**src/hw/rtl/rbb_pkg.sv**
```systemverilog
// Shared types, constants and register map of the RGB 3x3 box blur.
`default_nettype none

package rbb_pkg;

  // Widths and defaults
  localparam int unsigned MAX_WIDTH_DEF = 8192;
  localparam int unsigned PIX_W         = 24;
  localparam int unsigned FW_W          = 14;
  localparam int unsigned FH_W          = 16;
  localparam int unsigned ROW_W         = 17;
  localparam int unsigned APB_DW        = 32;
  localparam int unsigned APB_AW        = 3;

  localparam logic [FW_W-1:0] FRAME_WIDTH_RST  = 14'd640;
  localparam logic [FH_W-1:0] FRAME_HEIGHT_RST = 16'd480;
  localparam int unsigned     MIN_DIM          = 3;

  // Register indexes (paddr bit 2)
  localparam logic REG_FRAME_WIDTH  = 1'b0;
  localparam logic REG_FRAME_HEIGHT = 1'b1;

  // floor(x / 9) == (x * 3641) >> 15 for every x below 32768
  localparam logic [11:0] DIV9_MUL   = 12'd3641;
  localparam int unsigned DIV9_SHIFT = 15;

  // Output queue occupancy when full
  localparam logic [1:0] QUEUE_FULL = 2'd2;

  typedef logic [PIX_W-1:0] pix_t;
  typedef pix_t [8:0]       win_t;   // row*3 + column, column 0 oldest
  typedef logic [8:0][7:0]  chwin_t; // one colour channel of the window

  // Item leaving the position/control stage
  typedef struct packed {
    logic upd;     // item shifts the window and writes the line stores
    logic emit;    // item releases a result
    logic border;  // released pixel lies on the image border
    logic last;    // released pixel is the final one of the frame
  } item_t;

  // Result tags travelling alongside the arithmetic lanes
  typedef struct packed {
    logic emit;
    logic border;
    logic last;
  } res_t;

endpackage

`default_nettype wire

```
**src/hw/rtl/rbb_lane.sv**
```systemverilog
// One colour channel lane: nine-sample sum and divide by nine.
`default_nettype none

module rbb_lane (
  input  wire logic            clk_i,
  input  wire logic            move_i,
  input  wire rbb_pkg::chwin_t px_i,
  output logic [7:0]           quot_o
);

  logic [2:0][9:0] row_sum_q;
  logic [11:0]     total_q;
  logic [7:0]      quot_q;
  logic [23:0]     prod;

  // Reciprocal multiply for the divide
  assign prod = 24'(total_q) * 24'(rbb_pkg::DIV9_MUL);

  // Row sums, total, quotient
  always_ff @(posedge clk_i) begin
    if (move_i) begin
      for (int r = 0; r < 3; r++) begin
        row_sum_q[r] <= 10'(px_i[r*3]) + 10'(px_i[r*3 + 1]) + 10'(px_i[r*3 + 2]);
      end
      total_q <= 12'(row_sum_q[0]) + 12'(row_sum_q[1]) + 12'(row_sum_q[2]);
      quot_q  <= prod[rbb_pkg::DIV9_SHIFT +: 8];
    end
  end

  assign quot_o = quot_q;

endmodule

`default_nettype wire

```
**config.mk**
```make
export PLATFORM = sky130hd
export DESIGN_NAME = rbb_lane
export DESIGN_NICKNAME = d
export VERILOG_FILES = /design/src/hw/rtl/rbb_pkg.sv /design/src/hw/rtl/rbb_lane.sv
export SDC_FILE = /design/constraint.sdc
export NUM_CORES = 1
export LEC_CHECK = 0
export ABC_AREA = 1
export BUFFER_PORTS_ARGS = -buffer_cell sky130_fd_sc_hd__buf_2
export CAP_MARGIN = 25
export CORE_MARGIN = 5
export CORE_UTILIZATION = 40
export CTS_CLUSTER_DIAMETER = 30
export DETAILED_ROUTE_END_ITERATION = 8
export GPL_ROUTABILITY_DRIVEN = 0
export PLACE_DENSITY_LB_ADDON = 0.25
export SLEW_MARGIN = 20
export SYNTH_ARGS = -nofsm -noshare
export SYNTH_HDL_FRONTEND = slang
export SYNTH_SLANG_ARGS = --single-unit
```
**constraint.sdc**
```tcl
create_clock -name clk_i -period 4.5 [get_ports clk_i]
set_input_delay 0 -clock clk_i [delete_from_list [all_inputs] [get_ports clk_i]]
set_output_delay 0 -clock clk_i [all_outputs]
set_load 0.03 [all_outputs]
```
# After elaboration in Yosys (flattened, before gate mapping)
# Index checks and enable logic that the tools add are counted.
[word_totals]
register_bits = 50
inputBits = 74
output_inout_bits = 8
[classes]
add_sub_neg = 8
mul = 1
[op_table]
columns = ["cell", "count"]
rows = [
  ["9-bit by 8-bit adder with 10-bit output", 3],
  ["8-bit by 8-bit adder with 9-bit output", 3],
  ["12-bit by 12-bit multiplier with 23-bit output (second input constant)", 1],
  ["11-bit by 10-bit adder with 12-bit output", 1],
  ["10-bit by 10-bit adder with 11-bit output", 1],
]

# Longest topological paths before layout
[depth]
depth_word = 2
depth_mapped = 20
ltp_nobuf = 20

# Worst setup path before layout
# OpenSTA, ideal clock, no wires.
[synth_timing]
path_kind = "reg-to-reg"
startpoint = "register total_q[3]"
endpoint = "register quot_q[7], in the netlist quot_o[7] (data pin)"
arrival_time_ns = 3.930
t_required_ns = 4.246
setup_slack_ns = 0.316
stages_incl_launch_ff = 21
n_path_buf = 0
synth_period_minus_slack_ns = 4.184
path_cell_list = "edfxtp_1 inv_1 fa_1 inv_1 ha_1 inv_1 fa_1 inv_1 fa_1 inv_1 fa_1 inv_1 ha_1 nand2_1 inv_1 a21boi_1 nand2_1 nand2_1 nand3_1 nand2_1 nand2_1"
[synth_between]
elab_chain_cells = 1
[synth_rtl]
columns = ["item", "line_no", "text"]
rows = [
  ["start: declaration", "rbb_lane.sv:12", "logic [11:0] total_q;"],
  ["start signal: assignment", "rbb_lane.sv:25", "total_q <= 12'(row_sum_q[0]) + 12'(row_sum_q[1]) + 12'(row_sum_q[2]);"],
  ["12-bit by 12-bit multiplier with 23-bit output", "rbb_lane.sv:17", "assign prod = 24'(total_q) * 24'(rbb_pkg::DIV9_MUL);"],
  ["named net prod[22]", "rbb_lane.sv:14", "logic [23:0] prod;"],
  ["end signal: assignment", "rbb_lane.sv:26", "quot_q <= prod[rbb_pkg::DIV9_SHIFT +: 8];"],
  ["end: declaration", "rbb_lane.sv:13", "logic [7:0] quot_q;"],
]
# The timed path passes the listed nets, and every way through them passes these cells.
# A chain may end at the register's enable or synchronous reset.

# Final worst setup path
[layout_timing]
startpoint = "register total_q[0]"
endpoint = "register quot_q[1], in the netlist quot_o[1] (data pin)"
# Same word-level chain as after synthesis.

==> flow_summary.ini <==
[sta]
report.final.slew_viol_count = 0
final.setup.tns_ns = 0
final-setup-viol-count = 0
fmax_mhz = 234
final-hold-violation-count = 0
worst_slew_margin_rel_pct = 72.2
min_hold_slack_ns = 0.168
fin_crit_sh_pct = 94.9
final_period_minus_worst_setup_slack_ns = 4.27
timing_worst_slew_pin_value_ns = 0.417
worst_clock_skew_ns = 0.00640

[worst_setup_path]
worst_setup_path_end_kind = register
ff2ff_setup_slack_ns = 0.23
setup.worst_path.end = quot_o[1]
critical_path_peak_fanout = 4
cp.required_ns = 4.55
critical_path_class = register to register
rr_startpoint = total_q[0]
startpoint = total_q[0]
critical_path_arrival_ns = 4.32
worst_r2r_path_depth = 17
r2r_end = quot_o[1]
worstSetupStartpointType = register

[cts]
cts_made_buffers = 5
hold_buffers = 0
worstSkewPairLatency_ns = 0.29
clock_sink_count = 50
cts-root-buf = clkbuf_16
ctsLongestPathBuffers = 2
clk_transition_reported_paths_ns = 0.06
clock_tree_from_tritoncts = yes
ctsHtreeMaxLevel = 2

[finish]
num-nets-final = 923
final_core_util_pct = 46.9
syn2layout_area_growth_pct = 15.4
final.fill_count = 1365
layout-drive-gt1-share_pct = 17.5
num_antenna_cells = 0

[floorplan]
placementRows = 44
floorplan.die.width_um = 131
core_region_area_um2 = 14500
die_area_um2 = 17200
floorplan.initialDensity_pct = 40.6
floorplan.die.height_um = 131
top_level_ports = 82

[worst_hold_path]
worstHoldStart = move_i
holdCritPathClass = primary input to register

[routing]
firstDrtPassIters = 5
final_routed_wire_length_divided_by_cell_count_um = 13.3
vias = 4257
drt_first_iter_violations = 226
detail-route-antenna-nets = 0
drc = 0
vias_per_cell = 4.89
drt_wl_total_um = 11600

[synth]
synth_area_um2 = 5880
syn_area_per_cell_um2 = 9.97
number_of_flops_mapped_to_enable_cells_by_yosys = 50
synth_largest_type_area_fraction_pct = 25.5
synth_cell_type_count = 32
dominant_synthesized_flop_cell = edfxtp_1
post-synth-top-area-cell = edfxtp_1
syn-instance-count = 590
ys_seq_area_share_pct = 25.5
async_set_or_reset_register_ratio_after_synthesis_pct = 0
yosys_warnings = 0
ys_top_cells_by_area = edfxtp_1 (26%), fa_1 (23%), ha_1 (20%), inv_1 (7.8%), nand2_1 (5.6%)
postSynthNetCount = 827
ys_seq_elements = 50

[global_route]
antenna_violations_before_repair = 0
grt_pass1_vias = 4434
grt_first_pass_wirelength_um = 20200
grt.total_usage_pct = 13.9
grt_max_degree = 35
overflow = 0

[run_status]
outcome = finished, final reports clean

[placement]
port_buffers = 81
hpwlAfterDp_um = 10300

[job]
max_cap_viols = 0
cell type report:
| type | count | area, um^2 | area share, % |
|---|---|---|---|
| timing repair buffer | 89 | 478 | 7.04 |
| clock inverter | 3 | 42.5 | 0.626 |
| inverter | 125 | 469 | 6.91 |
| tap | 184 | 230 | 3.39 |
| clock buffer | 5 | 125 | 1.84 |
| sequential | 50 | 1500 | 22.1 |
| multi-input combinational | 415 | 3940 | 58.1 |
registers in the layout (all words and copies together) (netlist names):
signal,cells
quot_o,8
total_q,12
row_sum_q,30
cell usage in the layout (no fill, tap or decap), types with 3 or more instances in the layout:
cell type	synthesis	final
nor2_1	20	19
a31oi_1	4	4
buf_4	0	7
nand3_1	19	19
o21a_1	4	4
a21oi_2	0	3
ha_1	96	95
fa_1	67	67
nand2_2	5	6
buf_2	0	81
xor2_1	21	21
xnor2_1	10	10
inv_2	3	4
o21ai_1	3	4
o21ai_0	5	4
inv_1	122	121
clkbuf_16	0	5
a21o_1	10	10
nand4_1	8	8
a21oi_1	39	36
edfxtp_1	50	50
nand2_1	87	86
synth_stat cells, drive strengths merged, types with 2 or more instances:
cell type	instances
nor3	2
xor2	21
nand4	8
o31ai	3
xnor2	10
nand2	92
nand3	19
o21a	4
a21o	10
nor2	21
o21ai	9
ha	96
o21bai	3
fa	67
edfxtp	50
a31oi	4
inv	125
a21boi	2
a21oi	39
how the worst min path moves through the flow:
stage                    endpoint  slack, ns  depth (start not counted)
CTS                 row_sum_q[10]       0.17                          1
global placement        quot_o[1]       0.48                          1
global route            quot_o[3]       0.19                          1
detailed placement      quot_o[3]       0.47                          1
floorplan               quot_o[0]       0.11                          0
finish                  quot_o[0]       0.17                          1
stage by stage:
stage | area (um^2) | instances | setup slack (ns)
6_report | 6790 | 871 | 0.229
5_1_grt | 6790 | 871 | -0.00311
4_1_cts | 6720 | 866 | 0.0586
3_5_place_dp | 6550 | 858 | 0.0705
3_3_place_gp | 6530 | 857 | 0.155
2_1_floorplan | 5880 | 590 | 0.316
routing by layer:
| layer | up-vias | wire [um] | track usage (%) |
|---|---|---|---|
| met3 | 9 | 492 | 2.03 |
| met1 | 2039 | 5140 | 18.0 |
| met2 | 86 | 5800 | 24.6 |
| met4 | 0 | 148 | 3.43 |
| met5 | - | 0 | 0 |
| li1 | 2123 | - | - |
worst max-delay path, stage by stage, from the launching register on:
cell	delay [ns]
edfxtp_1	0.45
inv_1	0.10
fa_1	0.54
inv_1	0.04
ha_1	0.32
ha_1	0.32
fa_1	0.53
inv_1	0.05
fa_1	0.52
inv_1	0.04
ha_1	0.35
a21o_1	0.23
nor2_1	0.11
nand2_1	0.11
a21oi_2	0.17
inv_1	0.05
nand2_1	0.05
nand2_1	0.04
repair_timing:
action	in CTS	in global routing
resized for setup	0	9
buffers inserted	0	5
setup endpoints to repair	0	8
hold endpoints to repair	0	0
cells by family after synthesis:
logic type | share of synthesized area [%]
compound gates | 7.76
simple gates | 10.9
xor+xnor | 4.62
flops | 25.5
buf+inv | 7.98
fa+ha+maj | 43.2
Power is not shown: default switching activity piles up to over one toggle a cycle in this logic, so the estimate is an artifact.
