<file path="src/hw/rtl/rbb_pkg.sv">
// Shared types, constants and register map of the RGB 3x3 box blur.
`default_nettype none

package rbb_pkg;

  // Widths and defaults
  localparam int unsigned MAX_WIDTH_DEF = 8192;
  localparam int unsigned PIX_W         = 24;
  localparam int unsigned FW_W          = 14;
  localparam int unsigned FH_W          = 16;
  localparam int unsigned ROW_W         = 17;
  localparam int unsigned APB_DW        = 32;
  localparam int unsigned APB_AW        = 3;

  localparam logic [FW_W-1:0] FRAME_WIDTH_RST  = 14'd640;
  localparam logic [FH_W-1:0] FRAME_HEIGHT_RST = 16'd480;
  localparam int unsigned     MIN_DIM          = 3;

  // Register indexes (paddr bit 2)
  localparam logic REG_FRAME_WIDTH  = 1'b0;
  localparam logic REG_FRAME_HEIGHT = 1'b1;

  // floor(x / 9) == (x * 3641) >> 15 for every x below 32768
  localparam logic [11:0] DIV9_MUL   = 12'd3641;
  localparam int unsigned DIV9_SHIFT = 15;

  // Output queue occupancy when full
  localparam logic [1:0] QUEUE_FULL = 2'd2;

  typedef logic [PIX_W-1:0] pix_t;
  typedef pix_t [8:0]       win_t;   // row*3 + column, column 0 oldest
  typedef logic [8:0][7:0]  chwin_t; // one colour channel of the window

  // Item leaving the position/control stage
  typedef struct packed {
    logic upd;     // item shifts the window and writes the line stores
    logic emit;    // item releases a result
    logic border;  // released pixel lies on the image border
    logic last;    // released pixel is the final one of the frame
  } item_t;

  // Result tags travelling alongside the arithmetic lanes
  typedef struct packed {
    logic emit;
    logic border;
    logic last;
  } res_t;

endpackage

`default_nettype wire

</file>
<file path="src/hw/rtl/rbb_ctrl.sv">
// Position counters, flush handling and result tagging for the box blur.
`default_nettype none

module rbb_ctrl #(
  parameter int unsigned MAX_WIDTH = rbb_pkg::MAX_WIDTH_DEF,
  parameter int unsigned CW        = $clog2(MAX_WIDTH)
) (
  input  wire logic                      clk_i,
  input  wire logic                      rst_ni,
  input  wire logic                      move_i,
  input  wire logic                      in_valid_i,
  input  wire logic [rbb_pkg::PIX_W-1:0] pixel_in_i,
  input  wire logic                      drain_i,
  input  wire logic [rbb_pkg::FW_W-1:0]  frame_width_i,
  input  wire logic [rbb_pkg::FH_W-1:0]  frame_height_i,
  output logic [CW-1:0]                  rd_addr_o,
  output rbb_pkg::item_t                 item_o,
  output logic [CW-1:0]                  col_o,
  output rbb_pkg::pix_t                  cur_o
);

  localparam int unsigned WW = CW + 1;

  logic [CW-1:0]             in_col_q, in_col_d;
  logic [rbb_pkg::ROW_W-1:0] in_row_q, in_row_d;
  logic [CW-1:0]             out_col_q, out_col_d;
  logic [rbb_pkg::FH_W-1:0]  out_row_q, out_row_d;
  rbb_pkg::item_t            item_q, item_d;
  logic [CW-1:0]             col_q;
  rbb_pkg::pix_t             cur_q;

  logic [15:0]               fw_ext;
  logic [WW-1:0]             eff_w;
  logic [rbb_pkg::FH_W-1:0]  eff_h;
  logic                      accept, flushing, ignore, take, emit;
  logic                      col_end, out_col_end, out_row_end, border, last;

  // Clamp the configured frame size
  always_comb begin
    fw_ext = 16'(frame_width_i);
    if (fw_ext < 16'(rbb_pkg::MIN_DIM)) begin
      eff_w = WW'(rbb_pkg::MIN_DIM);
    end else if (fw_ext > 16'(MAX_WIDTH)) begin
      eff_w = WW'(MAX_WIDTH);
    end else begin
      eff_w = WW'(fw_ext);
    end
    if (frame_height_i < rbb_pkg::FH_W'(rbb_pkg::MIN_DIM)) begin
      eff_h = rbb_pkg::FH_W'(rbb_pkg::MIN_DIM);
    end else begin
      eff_h = frame_height_i;
    end
  end

  // Item classification against the current position
  always_comb begin
    accept      = move_i && in_valid_i;
    flushing    = in_row_q >= rbb_pkg::ROW_W'(eff_h);
    ignore      = drain_i && !flushing;
    take        = accept && !ignore;
    emit        = (in_row_q >= rbb_pkg::ROW_W'(2)) ||
                  ((in_row_q == rbb_pkg::ROW_W'(1)) && (in_col_q != '0));
    col_end     = (WW'(in_col_q) + WW'(1)) >= eff_w;
    out_col_end = (WW'(out_col_q) + WW'(1)) >= eff_w;
    out_row_end = (rbb_pkg::ROW_W'(out_row_q) + rbb_pkg::ROW_W'(1)) >=
                  rbb_pkg::ROW_W'(eff_h);
    border      = (out_row_q == '0) || out_row_end || (out_col_q == '0) || out_col_end;
    last        = out_col_end && out_row_end;
  end

  // Counter update
  always_comb begin
    in_col_d  = in_col_q;
    in_row_d  = in_row_q;
    out_col_d = out_col_q;
    out_row_d = out_row_q;
    if (take) begin
      if (col_end) begin
        in_col_d = '0;
        in_row_d = in_row_q + rbb_pkg::ROW_W'(1);
      end else begin
        in_col_d = in_col_q + CW'(1);
      end
      if (emit) begin
        if (last) begin
          in_col_d  = '0;
          in_row_d  = '0;
          out_col_d = '0;
          out_row_d = '0;
        end else if (out_col_end) begin
          out_col_d = '0;
          out_row_d = out_row_q + rbb_pkg::FH_W'(1);
        end else begin
          out_col_d = out_col_q + CW'(1);
        end
      end
    end
  end

  // Tags for the next stage
  always_comb begin
    item_d.upd    = take;
    item_d.emit   = take && emit;
    item_d.border = border;
    item_d.last   = last;
  end

  // Control state
  always_ff @(posedge clk_i or negedge rst_ni) begin
    if (!rst_ni) begin
      in_col_q  <= '0;
      in_row_q  <= '0;
      out_col_q <= '0;
      out_row_q <= '0;
      item_q    <= '0;
    end else if (move_i) begin
      in_col_q  <= in_col_d;
      in_row_q  <= in_row_d;
      out_col_q <= out_col_d;
      out_row_q <= out_row_d;
      item_q    <= item_d;
    end
  end

  // Item payload: zero pixel while draining or flushing
  always_ff @(posedge clk_i) begin
    if (move_i) begin
      col_q <= in_col_q;
      cur_q <= (drain_i || flushing) ? '0 : pixel_in_i;
    end
  end

  assign rd_addr_o = in_col_q;
  assign item_o    = item_q;
  assign col_o     = col_q;
  assign cur_o     = cur_q;

endmodule

`default_nettype wire

</file>
<file path="config.mk">
export PLATFORM = sky130hd
export DESIGN_NAME = rbb_ctrl
export DESIGN_NICKNAME = d
export VERILOG_FILES = /design/src/hw/rtl/rbb_pkg.sv /design/src/hw/rtl/rbb_ctrl.sv
export SDC_FILE = /design/constraint.sdc
export NUM_CORES = 1
export LEC_CHECK = 0
export ABC_CLOCK_PERIOD_IN_PS = 4810
export BUFFER_PORTS_ARGS = -buffer_cell sky130_fd_sc_hd__buf_2
export CAP_MARGIN = 20
export CORE_MARGIN = 1
export CORE_UTILIZATION = 37
export CTS_CLUSTER_SIZE = 16
export DETAILED_ROUTE_END_ITERATION = 6
export GPL_ROUTABILITY_DRIVEN = 0
export PLACE_DENSITY = 0.67
export SLEW_MARGIN = 25
export SYNTH_ARGS = -nofsm -noshare
export SYNTH_HDL_FRONTEND = slang
export SYNTH_SLANG_ARGS = --single-unit
</file>
<file path="constraint.sdc">
create_clock -name clk_i -period 4.81 [get_ports clk_i]
set_input_delay 0.7215 -clock clk_i [delete_from_list [all_inputs] [get_ports clk_i]]
set_output_delay 0.7215 -clock clk_i [all_outputs]
set_load 0.01 [all_outputs]
</file>
## Word level (Yosys, flattened, before mapping)

Index checks and enable logic that the tools add are counted.

- Flip-flop bits (word level): 100
- Memories: 0
- Output and inout port bits: 54
- Word-level logic and storage cells: 59
- Latch bits: 0
- Bits in writable memories: 0
- Memory bits (read-only): 0

- Reductions and logical operators: 20
- Multipliers: 0
- $lt $le $gt $ge: 8
- Div/mod/pow operators: 0
- $add $sub $neg: 7
- Bitwise logic cells: 0
- Multiplexer cells: 13
- Eq/ne operators: 1
- Shift-type cells: 0

Operators with widths:

| kind | number |
|---|---|
| $mux 13 | 5 |
| $mux 17 | 3 |
| $mux 16 | 3 |
| $ge 17x16->1 | 2 |
| $add 13x1->14 const B | 2 |
| $ge 14x14->1 | 2 |
| $mux 14 | 2 |
| $add 13x1->13 const B | 2 |
| $add 16x1->17 const B | 1 |
| $add 17x1->17 const B | 1 |
| $eq 17x1->1 const B | 1 |
| $ge 17x2->1 const B | 1 |
| $add 16x1->16 const B | 1 |
| $logic_not 16->1 | 1 |
| $lt 16x2->1 const B | 1 |
| $gt 14x14->1 const B | 1 |
| $lt 14x2->1 const B | 1 |
| $logic_not 13->1 | 1 |
| $reduce_bool 13->1 | 1 |
| $logic_and 1x1->1 | 6 |
| $logic_or 1x1->1 | 5 |
| $reduce_and 4->1 | 1 |
| $reduce_and 3->1 | 1 |
| $logic_not 1->1 | 2 |
| 2 further kinds | 2 |

## Depth between registers and ports, before layout

Gate-level depths: netlist of run 1.

- Word-level depth: 8
- Gate-level depth with buffers: 16
- Depth with buffers taken out: 14

## Worst setup path after synthesis of run 1

No wires, ideal clock.

- Path type: input port to flip-flop
- Start point: in frame_width_i[9] (netlist bit)
- End point: reg out_row_q[5] (netlist bit)
- Path buffers: 0
- Stages on the path: 12
- Setup time: 0.103 ns
- Arrival: 3.545 ns
- Setup slack: 1.162 ns
- Required time: 4.707 ns
- Cell sequence: nor4_1 nand3_1 o31ai_1 nand2_1 ha_1 nand4_1 nor2_1 a211oi_1 o311ai_4 o2111ai_2 or2_4 o41ai_2

- Cells in the longest elaborated chain, start to end: 7
- Elaborated cells on any way between the ends: 9
- Those cells by class: order compare (3); mux (3); reduce/logical (3)

RTL lines:

| what | RTL line | RTL |
|---|---|---|
| start: declaration | rbb_ctrl.sv:14 | `input wire logic [rbb_pkg::FW_W-1:0] frame_width_i,` |
| $gt 14x14->1 | rbb_ctrl.sv:43 | `end else if (fw_ext > 16'(MAX_WIDTH)) begin` |
| $mux 14 | rbb_ctrl.sv:43 |  |
| $mux 14 (*) | rbb_ctrl.sv:41 | `if (fw_ext < 16'(rbb_pkg::MIN_DIM)) begin` |
| $ge 14x14->1 (*) | rbb_ctrl.sv:64 | `out_col_end = (WW'(out_col_q) + WW'(1)) >= eff_w;` |
| $logic_and 1x1->1 | rbb_ctrl.sv:68 | `last = out_col_end && out_row_end;` |
| $reduce_bool 2->1 (no source line) | -- |  |
| $reduce_and 4->1 (no source line) | -- |  |
| end signal: assignment | rbb_ctrl.sv:120 | `out_row_q <= out_row_d;` |
| end: declaration | rbb_ctrl.sv:27 | `logic [rbb_pkg::FH_W-1:0] out_row_q, out_row_d;` |

Every way passes the cells marked *; elsewhere a longest branch is shown, timed or not.
A chain may end at the register's enable or synchronous reset.

## Final worst setup path of run 1

- Start point: reg out_row_q[0] (netlist bit)
- End point: reg in_col_q[6], in the netlist rd_addr_o[6]

- Cells in the longest elaborated chain, start to end: 5

RTL lines:

| what | RTL line | RTL |
|---|---|---|
| $add 16x1->17 | rbb_ctrl.sv:65 | `out_row_end = (rbb_pkg::ROW_W'(out_row_q) + rbb_pkg::ROW_W'(1)) >=` |
| $ge 17x16->1 | rbb_ctrl.sv:65 |  |
| $logic_and 1x1->1 | rbb_ctrl.sv:68 |  |
| $mux 13 | rbb_ctrl.sv:85 | `if (last) begin` |
| $mux 13 | rbb_ctrl.sv:84 | `if (emit) begin` |
| end signal: assignment | rbb_ctrl.sv:117 | `in_col_q <= in_col_d;` |
| end: declaration | rbb_ctrl.sv:24 | `logic [CW-1:0] in_col_q, in_col_d;` |

Every way passes these cells.

==> results of run 1 <==
## layer usage
layer / share of wire [%] / track usage (%)
met5: 0 / 0
met4: 0.98 / 4.259
met3: 8.1 / 5.145
met2: 44 / 30.29
met1: 47 / 25.00
## state kept, by name, summed over array words and instances, names as in the netlist
name       flops
cur_o         24
col_o         13
in_row_q      17
out_col_q     13
item_o         4
rd_addr_o     13
out_row_q     16
## per-stage QoR
step,hold WS (ns),setup WS [ns],std cells
global placement,0.4929,0.5978,1021
floorplan,0.4259,1.162,703
CTS,0.5116,0.6123,1037
global route,0.3731,0.2183,1037
detailed placement,0.5033,0.4866,1021
finish,0.3358,0.6092,1039
## kinds of logic (layout without fill, tap and decap cells)
kind of cell	Yosys count	count (layout)
xor+xnor	37	37
fa+ha+maj	69	69
simple gates	292	292
buf+inv	64	173
flops	100	100
compound gates	136	136
mux	5	5
other cells	0	2
## area by class of cell
type                            instances  share of cell area (%)
Sequential cell                       100                   34.73
Clock buffer                            9                   2.910
Clock inverter                          7                  0.8569
Inverter                               37                   1.795
Antenna cell                            2                 0.06467
Tap cell                              225                   3.638
Timing Repair Buffer                  120                   8.052
Multi-Input combinational cell        539                   47.95
## synth_stat cells, drive strengths merged (4+ instances only)
master,instances
nand3,41
nor4,16
a21oi,27
mux2i,5
nand2,74
o21ai,52
and3,22
nand4,17
or4,4
ha,69
nor2,34
nor3,12
nand2b,26
o31ai,9
edfxtp,37
o211ai,6
and2,28
buf,14
inv,37
clkbuf,13
xnor2,21
a211oi,12
or2,4
xor2,16
dfrtp,63
## power by group through the flow
| stage | clock [mW] | combinational [mW] | sequential (mW) |
|---|---|---|---|
| finish | 0.732 | 0.536 | 1.06 |
| global route | 0.786 | 0.615 | 1.07 |
| CTS | 0.751 | 0.541 | 1.06 |
| detailed placement | 0 | 0.538 | 1.07 |
| global placement | 0 | 0.529 | 1.07 |
| floorplan | 0 | 0.336 | 1.06 |
## worst min-delay path by stage
stage	from	endpoint	slack (ns)	cells after the start
after floorplan	rst_ni	in_row_q[0]	0.43	0
after global placement	item_o[1]	item_o[1]	0.49	1
after detailed placement	item_o[1]	item_o[1]	0.50	1
after CTS	rst_ni	in_row_q[12]	0.51	1
after global routing	rst_ni	rd_addr_o[11]	0.37	1
final	rst_ni	in_row_q[9]	0.34	1
==> metrics, run 1 <==
largest area contributor in the netlist=dfrtp_1; syn_nets=just over 800; Pint=1.554 mW; critical path required time=5.07 ns; Post-synth EDFFs=37; I/O pin cnt=113; Final Skew=0.009112 ns; Root Driver=clkbuf_16; DRT antenna net count=0; LEAKAGE=roughly 3.6 nW; WS Path Type=reg -> reg; vias in the first global route=5285; Fin. Hold Viols=0; Slew @ Worst Pin=approximately 0.76 ns; Critical Path End Type=register; WL/cell=between 15 and 20 um; Seq cells post-synth=100; Num CTS Buffers=9; Tot Pwr=around 2.3 mW; Slew Limit Fails=0; CTS tree=built; Cell Area, Synth=0.006659 mm^2; Crit Path Max Fanout=15; port buffer count=between 100 and 150; Sequential cell area=between 0.002 and 0.003 mm^2; DRC=0; status=complete, no violations; crit path to=rd_addr_o[6]; reg-to-reg slack, setup=between 0.6 and 0.7 ns; largest family of logic cells by synthesized area=simple AND/OR/NAND/NOR gates; FP Rows=between 40 and 50; Worst Reg-to-Reg Cells=14; reg-to-reg startpoint=out_row_q[0]; Pre-Repair DR Iteration Count=5; nets=935; area delta synth->final=16.22%; count of different cell masters after synthesis=63; Final Cycle Share=just under 90%; complex-gate fraction of the synthesized area=between 10% and 20%; Gate Count Post-Synth=between 700 and 800; Yosys Warn Count=0; Resized cells post-CTS=0; CTS Buffer Depth=2; initial core utilization=38.23%; Highest Clock Rate=238.0 MHz; worst vdd ir=0.2072 mV; setup TNS=0 ns; PwrDens=around 300 mW/mm^2; hold crit path type=in -> async; most frequent cells in the layout=buf_2 (111), nand2_1 (74), ha_1 (69); area of the multi-input gates=between 0.003 and 0.004 mm^2; DR vias/cell=between 5 and 6; Synth Area per Inst=9.472 um^2; minimum clock period=roughly 4.2 ns; max incr delay on CP=between 0.6 and 0.7 ns; first-pass GRT wire length=roughly 27 mm; Seq pwr share=between 40% and 50%; reg2reg end=rd_addr_o[6]; total grt overflow=0; post-synthesis sequential area ratio=40.36%; final wirelength=16.71 mm; fraction of registers with async set/reset=63.00%; Sink Count=100; vias post-DR=about 5.6k; CTS clock-pin slew for the worst setup and hold paths=about 0.080 ns; design area=0.007739 mm^2; Sw Pwr=slightly below 800 uW; Logic pwr share=a little under a quarter; Startpoint Class=register; Post-Synth Simple-Gate Area=around a quarter; Post-CTS Setup Inserts=0; crit path max-delay cell type=o211ai_2; pin count of the biggest net entering global routing=44; die area=0.01854 mm^2; crit path DAT=around 4.5 ns; Clk network pwr share=a little under a third; layout cells sized above 1=approximately a fifth; fill count=roughly 1.7k; Crit. Startpoint=out_row_q[0]; All-Layer GR Usage=between 10% and 20%; post-DP HPWL=roughly 13 mm; RSZ-0062 raised after global routing=no; sw frac=between 30% and 40%; CP delay by family, top=compound AO/OA/AOI/OAI gates; H-tree levels=3; setup violators final=0; core region area=~0.017 mm^2; initial drt markers=about 400; Post-DP Area=0.007440 mm^2; Die X=roughly 140 um; crit-path cells=ha_1 -> nand3_2 -> nor2_1 -> and3_1 -> nand3_1 -> xnor2_1 -> ha_1 -> nand4_1 -> nor4_1 -> a221oi_1 -> o211ai_2 -> o211ai_2 -> nand2_1 -> o311ai_1; Util after Layout=roughly 44%; XOR/XNOR share of the synthesized area=4.867%; Stages on worst setup path=14; mux contribution to synthesized area=0.7516%; top cells by area, synth=dfrtp_1 (24%), edfxtp_1 (17%), ha_1 (13%), nand2_1 (4.2%), o21ai_0 (3.7%); most common cell after layout, fill and taps aside=buf_2; clock latency on the worst-skew pair=about 0.36 ns; cts hold-fix bufs=0; die height=roughly 140 um; initial antenna violation count=2; number of max-cap violations=0; CP bufs+invs=0; top_reg_cell synth=dfrtp_1; Post-Synth Adder-Cell Area=12.97%; slew margin rel.=around half; top cell type's share of synthesized area=23.68%
(Power assumes the default switching activity.)
==> inputs of run 2 (changes only) <==
--- a/config.mk
+++ b/config.mk
@@ -5,7 +5,7 @@
 export SDC_FILE = /design/constraint.sdc
 export NUM_CORES = 1
 export LEC_CHECK = 0
-export ABC_CLOCK_PERIOD_IN_PS = 4810
+export ABC_CLOCK_PERIOD_IN_PS = 5100
 export BUFFER_PORTS_ARGS = -buffer_cell sky130_fd_sc_hd__buf_2
 export CAP_MARGIN = 20
 export CORE_MARGIN = 1
==> constraint.sdc (replaced) <==
create_clock -name clk_i -period 5.1 [get_ports clk_i]
set_input_delay 0.765 -clock clk_i [delete_from_list [all_inputs] [get_ports clk_i]]
set_output_delay 0.765 -clock clk_i [all_outputs]
set_load 0.01 [all_outputs]
==> metrics, run 2 (synthesis gave the netlist of run 1 again) <==
first-pass GRT wire length=27.18 mm (+0.61%); CTS clock-pin slew for the worst setup and hold paths=0.07 ns (about the same); LEAKAGE=3.570 nW (+0.47%); Critical Path End Type=register; Hold Crit Start=item_o[1]; vias in the first global route=5219 (-1.2%); CTS tree=built; cts hold-fix bufs=0 (unchanged); DR vias/cell=5.363 (-0.85%); Startpoint Class=register; initial antenna violation count=2 (unchanged); All-Layer GR Usage=18.85% (+0.038 points); area delta synth->final=16.74%; Resized cells post-CTS=0 (unchanged); WL/cell=16.23 um (+0.88%); crit path DAT=4.60 ns (+0.14 ns); die area=0.01854 mm^2 (unchanged); number of max-cap violations=0 (unchanged); clock latency on the worst-skew pair=0.36 ns (about the same); Fin. Hold Viols=0 (unchanged); Num CTS Buffers=9 (unchanged); Sequential cell area=0.002688 mm^2 (unchanged); reg-to-reg slack, setup=0.75 ns (+0.14 ns); FP Rows=48 (unchanged); slew margin rel.=41.71% (-7.4 points); PwrDens=291.3 mW/mm^2 (-3.0%); Final Cycle Share=85.31% (-2.0 points); core region area=0.01742 mm^2 (unchanged); initial drt markers=477 (+19%); H-tree levels=3 (unchanged); setup TNS=0 ns (unchanged); reg-to-reg startpoint=out_row_q[0]; max incr delay on CP=0.67 ns (about the same); fill count=1699 (+0.59%); most common cell after layout, fill and taps aside=buf_2; Pre-Repair DR Iteration Count=5 (unchanged); Worst Hold Path Cells=1; Slew @ Worst Pin=0.8743 ns (+0.1179 ns); worst vdd ir=0.2015 mV (-2.8%); vias post-DR=5572 (-0.85%); DRT antenna net count=0 (unchanged); setup violators final=0 (unchanged); Slew Limit Fails=0 (unchanged); Setup WS post-layout=0.7492 ns (+0.1400 ns); Tot Pwr=2.264 mW (-2.6%); layout cells sized above 1=19.70% (unchanged); total grt overflow=0 (unchanged); Highest Clock Rate=229.8 MHz (-3.4%); RSZ-0062 raised after global routing=no; final wirelength=16.86 mm (+0.88%); hold crit path type=reg -> reg; post-DP HPWL=12.68 mm (-1.3%); I/O pin cnt=113 (unchanged); Worst Reg-to-Reg Cells=14 (unchanged); status=complete, no violations; crit path max-delay cell type=o211ai_2; most frequent cells in the layout=buf_2 (112), nand2_1 (74), ha_1 (69); Crit Path Max Fanout=15 (unchanged); Root Driver=clkbuf_16; Sink Count=100 (unchanged); port buffer count=112 (unchanged); area of the multi-input gates=0.003711 mm^2 (unchanged); DRC=0 (unchanged); pin count of the biggest net entering global routing=64 (+45%); reg2reg end=rd_addr_o[9]; Post-DP Area=0.007440 mm^2 (unchanged); Setup WS pre-CTS=0.5893 ns (+0.1027 ns); Post-CTS Setup Inserts=0 (unchanged); crit-path cells=ha_1 -> nand3_2 -> nor2_1 -> and3_1 -> and3_1 -> xor2_1 -> ha_1 -> nand3_1 -> nor4_1 -> a221oi_1 -> o211ai_2 -> o211ai_2 -> nand2_1 -> o311ai_1; Worst Hold Endpoint=item_o[1]; max FFs per register=24 (unchanged); design area=0.007774 mm^2 (+0.45%); CTS Buffer Depth=2 (unchanged); minimum clock period=4.351 ns (+0.1500 ns); nets=935 (unchanged); initial core utilization=38.23% (unchanged); Final Skew=0.01224 ns (+0.003127 ns); die height=136.2 um (unchanged); Die X=136.2 um (unchanged); WS Path Type=reg -> reg; critical path required time=5.35 ns (+0.28 ns)
## run 2: changes by cell type in the layout (fill, tap and decap cells not counted), sizes merged
cell	change
inv	-1
bufinv	+2
clkinvlp	-1
## run 2: per-layer routing
| layer | vias to the layer above | track usage [%] | share of wire [%] | wire [um] |
|---|---|---|---|---|
| met5 | - | 0 | 0 | 0 |
| met4 | 0 | 5.556 | 1.4 | 231 |
| met3 | 16 | 3.691 | 6.7 | 1128 |
| met2 | 196 | 29.24 | 44 | 7431 |
| met1 | 2594 | 26.37 | 48 | 8067 |
| li1 | 2766 | - | - | - |
## run 2: final cells by class
cell class / instances / share of cell area (%)
antenna: 2 / 0.06438
clock buffer: 9 / 2.897
clock inverter: 7 / 1.336
inverter: 37 / 1.787
multi-input combinational: 539 / 47.74
sequential: 100 / 34.57
tap: 225 / 3.621
timing repair buffer: 120 / 7.983
## run 2: per-stage QoR
step | hold slack (ns) | instances | utilization [%]
after floorplan | 0.4694 | 703 | -
after global placement | 0.4940 | 1021 | 42.72
after detailed placement | 0.4969 | 1021 | 42.72
after CTS | 0.5134 | 1037 | 44.60
after global routing | 0.5445 | 1037 | 44.60
final | 0.5063 | 1039 | 44.63
## run 2: worst max-delay path, delay by kind of cell, from the launching register on
family          cells  cell delay [ns]
flops               1             0.49
simple gates        7             1.36
compound gates      4             1.61
fa+ha+maj           2             0.57
xor+xnor            1             0.20
## run 2: power breakdown
group	switching [mW]	leakage [nW]	total (mW)	internal (mW)
clock	0.328	0.161	0.766	0.438
sequential	0.0915	1.20	0.995	0.903
combinational	0.287	2.21	0.503	0.217
## run 2: how the worst max path moves through the flow
stage / start / endpoint / slack [ns] / cells past startpoint
floorplan: frame_width_i[9] / out_row_q[5] / 1.41 / 12
global placement: frame_width_i[12] / out_row_q[6] / 0.67 / 13
detailed placement: frame_width_i[9] / out_row_q[6] / 0.59 / 13
CTS: out_row_q[0] / rd_addr_o[9] / 0.77 / 14
global route: out_row_q[0] / rd_addr_o[6] / 0.36 / 14
finish: out_row_q[0] / rd_addr_o[9] / 0.75 / 14
